$ cat src/design/bomp_pkg.sv
// shared types and constants for the box overlap minimum push unit
// no dependencies
package bomp_pkg;

    localparam int EXT_W = 34;
    localparam int HALF_W = 32;

    // controller to datapath commands
    typedef struct packed {
        logic load;     // capture input word
        logic hx;       // compute half extents
        logic ext;      // compute corner products
        logic res;      // compute result
    } bomp_cmd_t;

    typedef enum logic [4:0] {
        ST_IDLE = 5'b00001,
        ST_HALF = 5'b00010,
        ST_EXT  = 5'b00100,
        ST_RES  = 5'b01000,
        ST_OUT  = 5'b10000
    } bomp_state_t;

endpackage

$ cat src/design/bomp_ctrl.sv
// controller state machine: sequences capture, half extents, corners, result and output
// depends on bomp_pkg
module bomp_ctrl
(
    input  logic              clk,
    input  logic              rst_n,
    input  logic              in_valid,
    output logic              in_ready,
    input  logic              mode,
    input  logic              out_busy,
    output logic              out_set,
    output bomp_pkg::bomp_cmd_t cmd
);
    import bomp_pkg::*;

    bomp_state_t state_reg, state_next;
    logic mode_reg, mode_next;

    // next state
    always_comb
    begin
        state_next = state_reg;
        mode_next  = mode_reg;
        cmd        = '0;
        out_set    = 1'b0;
        in_ready   = 1'b0;
        unique case (state_reg)
            ST_IDLE:
            begin
                in_ready = 1'b1;
                if (in_valid)
                begin
                    cmd.load   = 1'b1;
                    mode_next  = mode;
                    state_next = ST_HALF;
                end
            end
            ST_HALF:
            begin
                cmd.hx     = 1'b1;
                state_next = ST_EXT;
            end
            ST_EXT:
            begin
                cmd.ext    = 1'b1;
                state_next = ST_RES;
            end
            ST_RES:
            begin
                cmd.res    = 1'b1;
                state_next = mode_reg ? ST_OUT : ST_IDLE;
            end
            ST_OUT:
            begin
                if (!out_busy)
                begin
                    out_set    = 1'b1;
                    state_next = ST_IDLE;
                end
            end
            default: state_next = ST_IDLE;
        endcase
    end

    // state registers
    always_ff @(posedge clk or negedge rst_n)
    begin
        if (!rst_n)
        begin
            state_reg <= ST_IDLE;
            mode_reg  <= 1'b0;
        end
        else
        begin
            state_reg <= state_next;
            mode_reg  <= mode_next;
        end
    end

endmodule

$ cat config.mk
export PLATFORM = sky130hd
export DESIGN_NAME = bomp_ctrl
export DESIGN_NICKNAME = d
export VERILOG_FILES = /design/src/design/bomp_pkg.sv /design/src/design/bomp_ctrl.sv
export SDC_FILE = /design/constraint.sdc
export NUM_CORES = 1
export LEC_CHECK = 0
export BUFFER_PORTS_ARGS = -buffer_cell sky130_fd_sc_hd__clkbuf_2
export CAP_MARGIN = 20
export CORE_AREA = 2 2 39 41
export DETAILED_ROUTE_END_ITERATION = 10
export DIE_AREA = 0 0 41 43
export PLACE_DENSITY_LB_ADDON = 0.1
export SLEW_MARGIN = 20
export SYNTH_ARGS = -nofsm -noshare
export SYNTH_HDL_FRONTEND = slang
export SYNTH_SLANG_ARGS = --single-unit
export TNS_END_PERCENT = 10
$ cat constraint.sdc
create_clock -name clk -period 1.4 [get_ports clk]
set_clock_uncertainty 0.05 [all_clocks]
set_input_delay 0.21 -clock clk [delete_from_list [all_inputs] [get_ports clk]]
set_output_delay 0.21 -clock clk [all_outputs]
set_load 0.05 [all_outputs]
# [Word-level counts from Yosys, hierarchy flattened]
# Cells that the tools add are included.
[classes] addsub=0 mul=0 div_mod_pow=0 magnitude_cmp=0 eq_ne=7 shift=0 n_mux=12 n_bitwise=0 n_reduce_logical=2
[op_table] op="$pmux 5 s5" count=1
[op_table] op="$mux 5" count=3
[op_table] op="$mux 1" count=8
[op_table] op="$eq 5x1->1 const B" count=1
[op_table] op="$eq 5x2->1 const B" count=1
[op_table] op="$eq 5x3->1 const B" count=1
[op_table] op="$eq 5x4->1 const B" count=1
[op_table] op="$eq 5x5->1 const B" count=1
[op_table] op="$ne 2x2->1 const B" count=2
[op_table] op="$reduce_and 2->1" count=2
[totals] reg_bits=6 latchBits=0 ram_bits=0 romBits=0 inputBits=5 out_inout_bits=6 mem_count=0

# [Depth between registers and ports, before layout]
[logic_depth] word_depth=3 mapped_depth=4

# [Least setup slack after synthesis]
# No wires, ideal clock.
[synth_path] kind="flip-flop to output port" from="register state_reg[1]" to="output port out_set" arrival_time_ns=1.726 required_ns=1.140 setup_slack_ns=-0.586 path_stages_with_launch=5 path_buffers=1 path_cell_list="dfrtp_1 > buf_2 > nor2_4 > nand3b_1 > nor3_1"
[synth_between] elab_chain_len=2
[synth_rtl] item="from (decl)" line_no="bomp_ctrl.sv:16" text="bomp_state_t state_reg, state_next;"
[synth_rtl] item="from (signal assigned)" line_no="bomp_ctrl.sv:75" text="state_reg <= state_next;"
[synth_rtl] item="$eq 5x5->1" line_no="bomp_ctrl.sv:27" text="unique case (state_reg)"
[synth_rtl] item="$mux 1" line_no="bomp_ctrl.sv:27"
[synth_rtl] item="to (decl)" line_no="bomp_ctrl.sv:11" text="output logic out_set,"
# No other way between the ends.

# [Worst setup path after layout]
[layout_path] from="register state_reg[2]" to="output port out_set"
# The elaborated chain is that of the path after synthesis.

==> results <==
- The most used flip-flop cell after synthesis is dfrtp_1.
- The flow ran to the end, but the final reports show violations.
- The final total negative setup slack is -0.8121 ns.
- The layout cell share with drive strength beyond 1 is 68.63%.
- Once detail routing completed, the nets flagged for antenna violations numbered 0.
- Setup violations remaining at the end of the flow were counted as 6.
- The sequential cells in the finished layout cover a total of 153.9 µm².
- For this block, wires on met1 add up to 358 µm.
- The DRC marker count from the first detailed-route iteration is 4.
- The flip-flop count of the largest register after layout is 5.
- The number of antenna violations at the first check in global routing is 0.
- The routed length per instance is 12.61 µm.
- The number of nets in the finished design is 57.
- The data arrival time of the critical path is 1.31 ns.
- In this run, synthesis produced a sequential element count of 6.
- The final number of hold-violating endpoints is 0.
- The delay of the slowest critical-path stage is 0.41 ns.
- The region available for standard cell placement spans roughly 0.0014 mm².
- The register-to-register setup slack is 0.08 ns.
- Pin placement for this block handled 11 I/O pins.
- The number of clock sinks is 6.
- The final-report max-slew violation count is 0.
- The number of inserted diodes is 0.
- Walking the worst path, the cells encountered are buf_6 -> nand3b_1 -> nor3_4 -> buf_12.
- The total via count in the routed design is 323.
- The die width is 41 µm.
- The capturing element of the worst setup path is out_set.
- Data on the critical path is required at its endpoint by 1.14 ns.
- The die is 43 µm tall.
- At the pin with the least slew margin, the transition time is 0.1771 ns.
- The portion of synthesized area spent on multiplexers is 4.096%.
- The instance count of the mapped netlist is 33.
- The part of the cycle the worst path needs is 111.9%.
- The level count of the clock H-tree is 1.
- The adder-cell share of the synthesized area is 0%.
- For this run the aggregate overflow at the end of global routing stands at 0.
- The worst pin sits at a relative slew slack of 88.12%.
- The worst setup path is captured at an output pin.
- The startpoint of the worst register-to-register path is state_reg[2].
- The area share of xor/xnor cells in the synthesized design is between 2 and 2.5%.
- The area of the die is approximately 0.0018 mm².
- For this run, asynchronously set or reset flops after synthesis account for 100.0%.
- Once the floorplan was initialized, standard cells occupied approximately a quarter of the core.
- The CTS tree is yes.
- Buffers inserted during clock tree synthesis total 3.
- The met2 wirelength from detailed routing is 424 µm.
- The area of the multi-input gates is roughly 220 µm².
- At the end of routability-driven placement, the weighted congestion stood at 0.7696.
- In this run the static leakage power is between 0.2 and 0.3 nW.
- Once layout is done, the placed cells without fillers occupy 584.3 µm².
- The worst register-to-register path ends at mode_reg.
- By startpoint and endpoint, the worst setup path is classified as reg -> out.
- The min-delay analysis places its worst path in the category in -> reg.
- The average via count per standard cell is 4.821.
- Summed over all nets, wire length on met3 after detailed routing comes to between 50 and 60 µm.
- Relative to the synthesized area, the layout overhead comes to 59.39%.
- The highest routing layer actually used is met4.
- The number of warnings reported in the yosys synthesis log is 0.
- No sink is reached through more buffers than the 2 on the longest clock path.
- Once placement finished, the instance area stood at 490.5 µm².
- Across the run, the number of max-cap violations was 0.
- The post-synthesis cell type count is 20.
- The average instance in the mapped netlist occupies roughly 11 µm².
- The worst path setup slack after routing is -0.1663 ns.
- In this run, synthesis inferred 0 flip-flops with an integrated enable.
- Row generation in the floorplan step produced 14 rows.
- The first global-routing pass estimated 1.566 mm of wire.
- The clock reaches the later pin of the worst-skew pair after approximately 0.25 ns.
- The launching element of the worst setup path is state_reg[2].
- Across the VDD grid, the largest voltage drop is 813.8 µV.
- For this block, the routed nets add up to between 800 and 900 µm of wire.
- The number of iterations in the first detailed-routing pass is 4.
- Counting cells, the worst reg-to-reg path comes to 3.
- The maximum fanout along the worst path is 6.
- The post-synth net total is 38.
- The slowest stage cell on the critical path is dfrtp_1.
- The minimum period implied by the final worst setup slack is 1.566 ns.
- Summing every instance area after synthesis gives 366.6 µm².
- The number of fill cells is 142.
- The via count of the first global-routing pass is 352.
- The number of buffers added on ports is 10.
- The synthesized netlist devotes 7.509% of its cell area to compound gates.
- For this run, design rule violations remaining after detail routing come to 0.
- The final reports fail on negative setup slack.
- The peak clock frequency supported by timing is 638.4 MHz.
- The launching element type of the critical path is a flop.
- The global router's overall resource usage is 13.75%.
- Setup repair after global routing could not meet its margin everywhere.
- After clock tree synthesis, the clock-pin slew on the worst setup and hold paths is ~0.05 ns.
- Of the synthesized area, sequential elements account for 41.30%.
- The power per cell area is 2112 mW/mm².
- The half-perimeter wire length after placement is 680.4 µm.
- By area, the combinational part of the netlist is dominated by simple AND/OR/NAND/NOR gates.
- The cell sitting at the root of the clock tree is a clkbuf_4.
- Entering global routing, the biggest net connects 9 pins.
- The simple-gate portion of the synthesized area is a little over two fifths.
==> how the worst min path moves through the flow <==
stage	from	end	slack (ns)	cells past startpoint
detailed placement	rst_n	mode_reg	-0.003	1
global route	mode	mode_reg	0.15	2
finish	mode	mode_reg	0.15	2
CTS	mode	mode_reg	0.14	2
floorplan	rst_n	mode_reg	-0.14	0
global placement	rst_n	mode_reg	-0.003	1
==> synth_stat cells (2+ instances only) <==
| library cell | n | share of area [%] |
|---|---|---|
| and3_2 | 4 | 8.2 |
| and4_1 | 2 | 4.8 |
| dfrtp_1 | 5 | 34 |
| nor2_1 | 4 | 4.1 |
| buf_2 | 2 | 2.7 |
| and4bb_2 | 2 | 6.8 |
==> logic make-up after synthesis <==
family	count (synthesis)
AND/OR/NAND/NOR	20
flip-flops	6
AO/OA/AOI/OAI	3
buffers and inverters	2
XOR/XNOR	1
multiplexers	1
==> per-layer routing <==
| layer | vias up | track usage, % |
|---|---|---|
| li1 | 161 | - |
| met1 | 151 | 16.45 |
| met2 | 9 | 20.31 |
| met3 | 2 | 7.853 |
| met4 | 0 | 4.000 |
| met5 | - | 0 |
==> cells in the final DEF (no fill, tap or decap) <==
cell type,count
o31ai_2,1
clkbuf_2,4
dlygate4sd3_1,1
dfrtp_1,3
and4_2,1
buf_4,4
mux2_4,1
clkbuf_1,1
nand3b_1,1
buf_12,1
o21ai_0,1
and3_2,4
and4_4,1
or2_1,1
dfstp_2,1
and4_1,2
nor2_4,2
buf_6,1
o211a_1,1
dfrtp_2,2
nor2_1,3
clkbuf_4,3
clkbuf_8,5
nor2_2,1
nand4b_1,1
xor2_1,1
nor3_4,1
and4bb_2,2
==> power breakdown <==
part           internal, mW  switching [mW]
Sequential            0.246          0.0749
Clock                 0.108          0.0653
Combinational         0.358           0.382
Total                 0.712           0.522
==> cell type report <==
class,count,share of cell area (%)
multi-input combinational,25,38.33
timing repair buffer,16,27.41
sequential,6,26.34
clock buffer,4,4.497
tap,16,3.426
==> timing repair <==
item | in CTS | in global routing
pin swaps | 1 | 1
setup endpoints to repair | 6 | 6
gates resized for setup | 14 | 1
cloned | 0 | 0
buffers inserted | 0 | 0
endpoints found under the hold margin | 6 | 0
hold buffers | 1 | 0
==> stage by stage <==
stage / hold slack (ns) / utilization (%) / cells / total power [mW] / setup WS, ns
2_1_floorplan: -0.1356 / - / 33 / 0.7812 / -0.08662
3_3_place_gp: -0.002506 / 35.44 / 62 / 0.9461 / -0.02340
3_5_place_dp: -0.003031 / 35.44 / 62 / 0.9585 / -0.06365
4_1_cts: 0.1372 / 42.13 / 67 / 1.247 / -0.1859
5_1_grt: 0.1454 / 42.22 / 67 / 1.334 / -0.2325
6_report: 0.1455 / 42.22 / 67 / 1.234 / -0.1663
==> worst max-delay path, delay by kind of cell (launching register included) <==
kind,cells,cell delay (ns)
buffers and inverters,2,0.30
flip-flops,1,0.41
AND/OR/NAND/NOR,2,0.36
No activity file was read; power rests on OpenSTA's default activity.
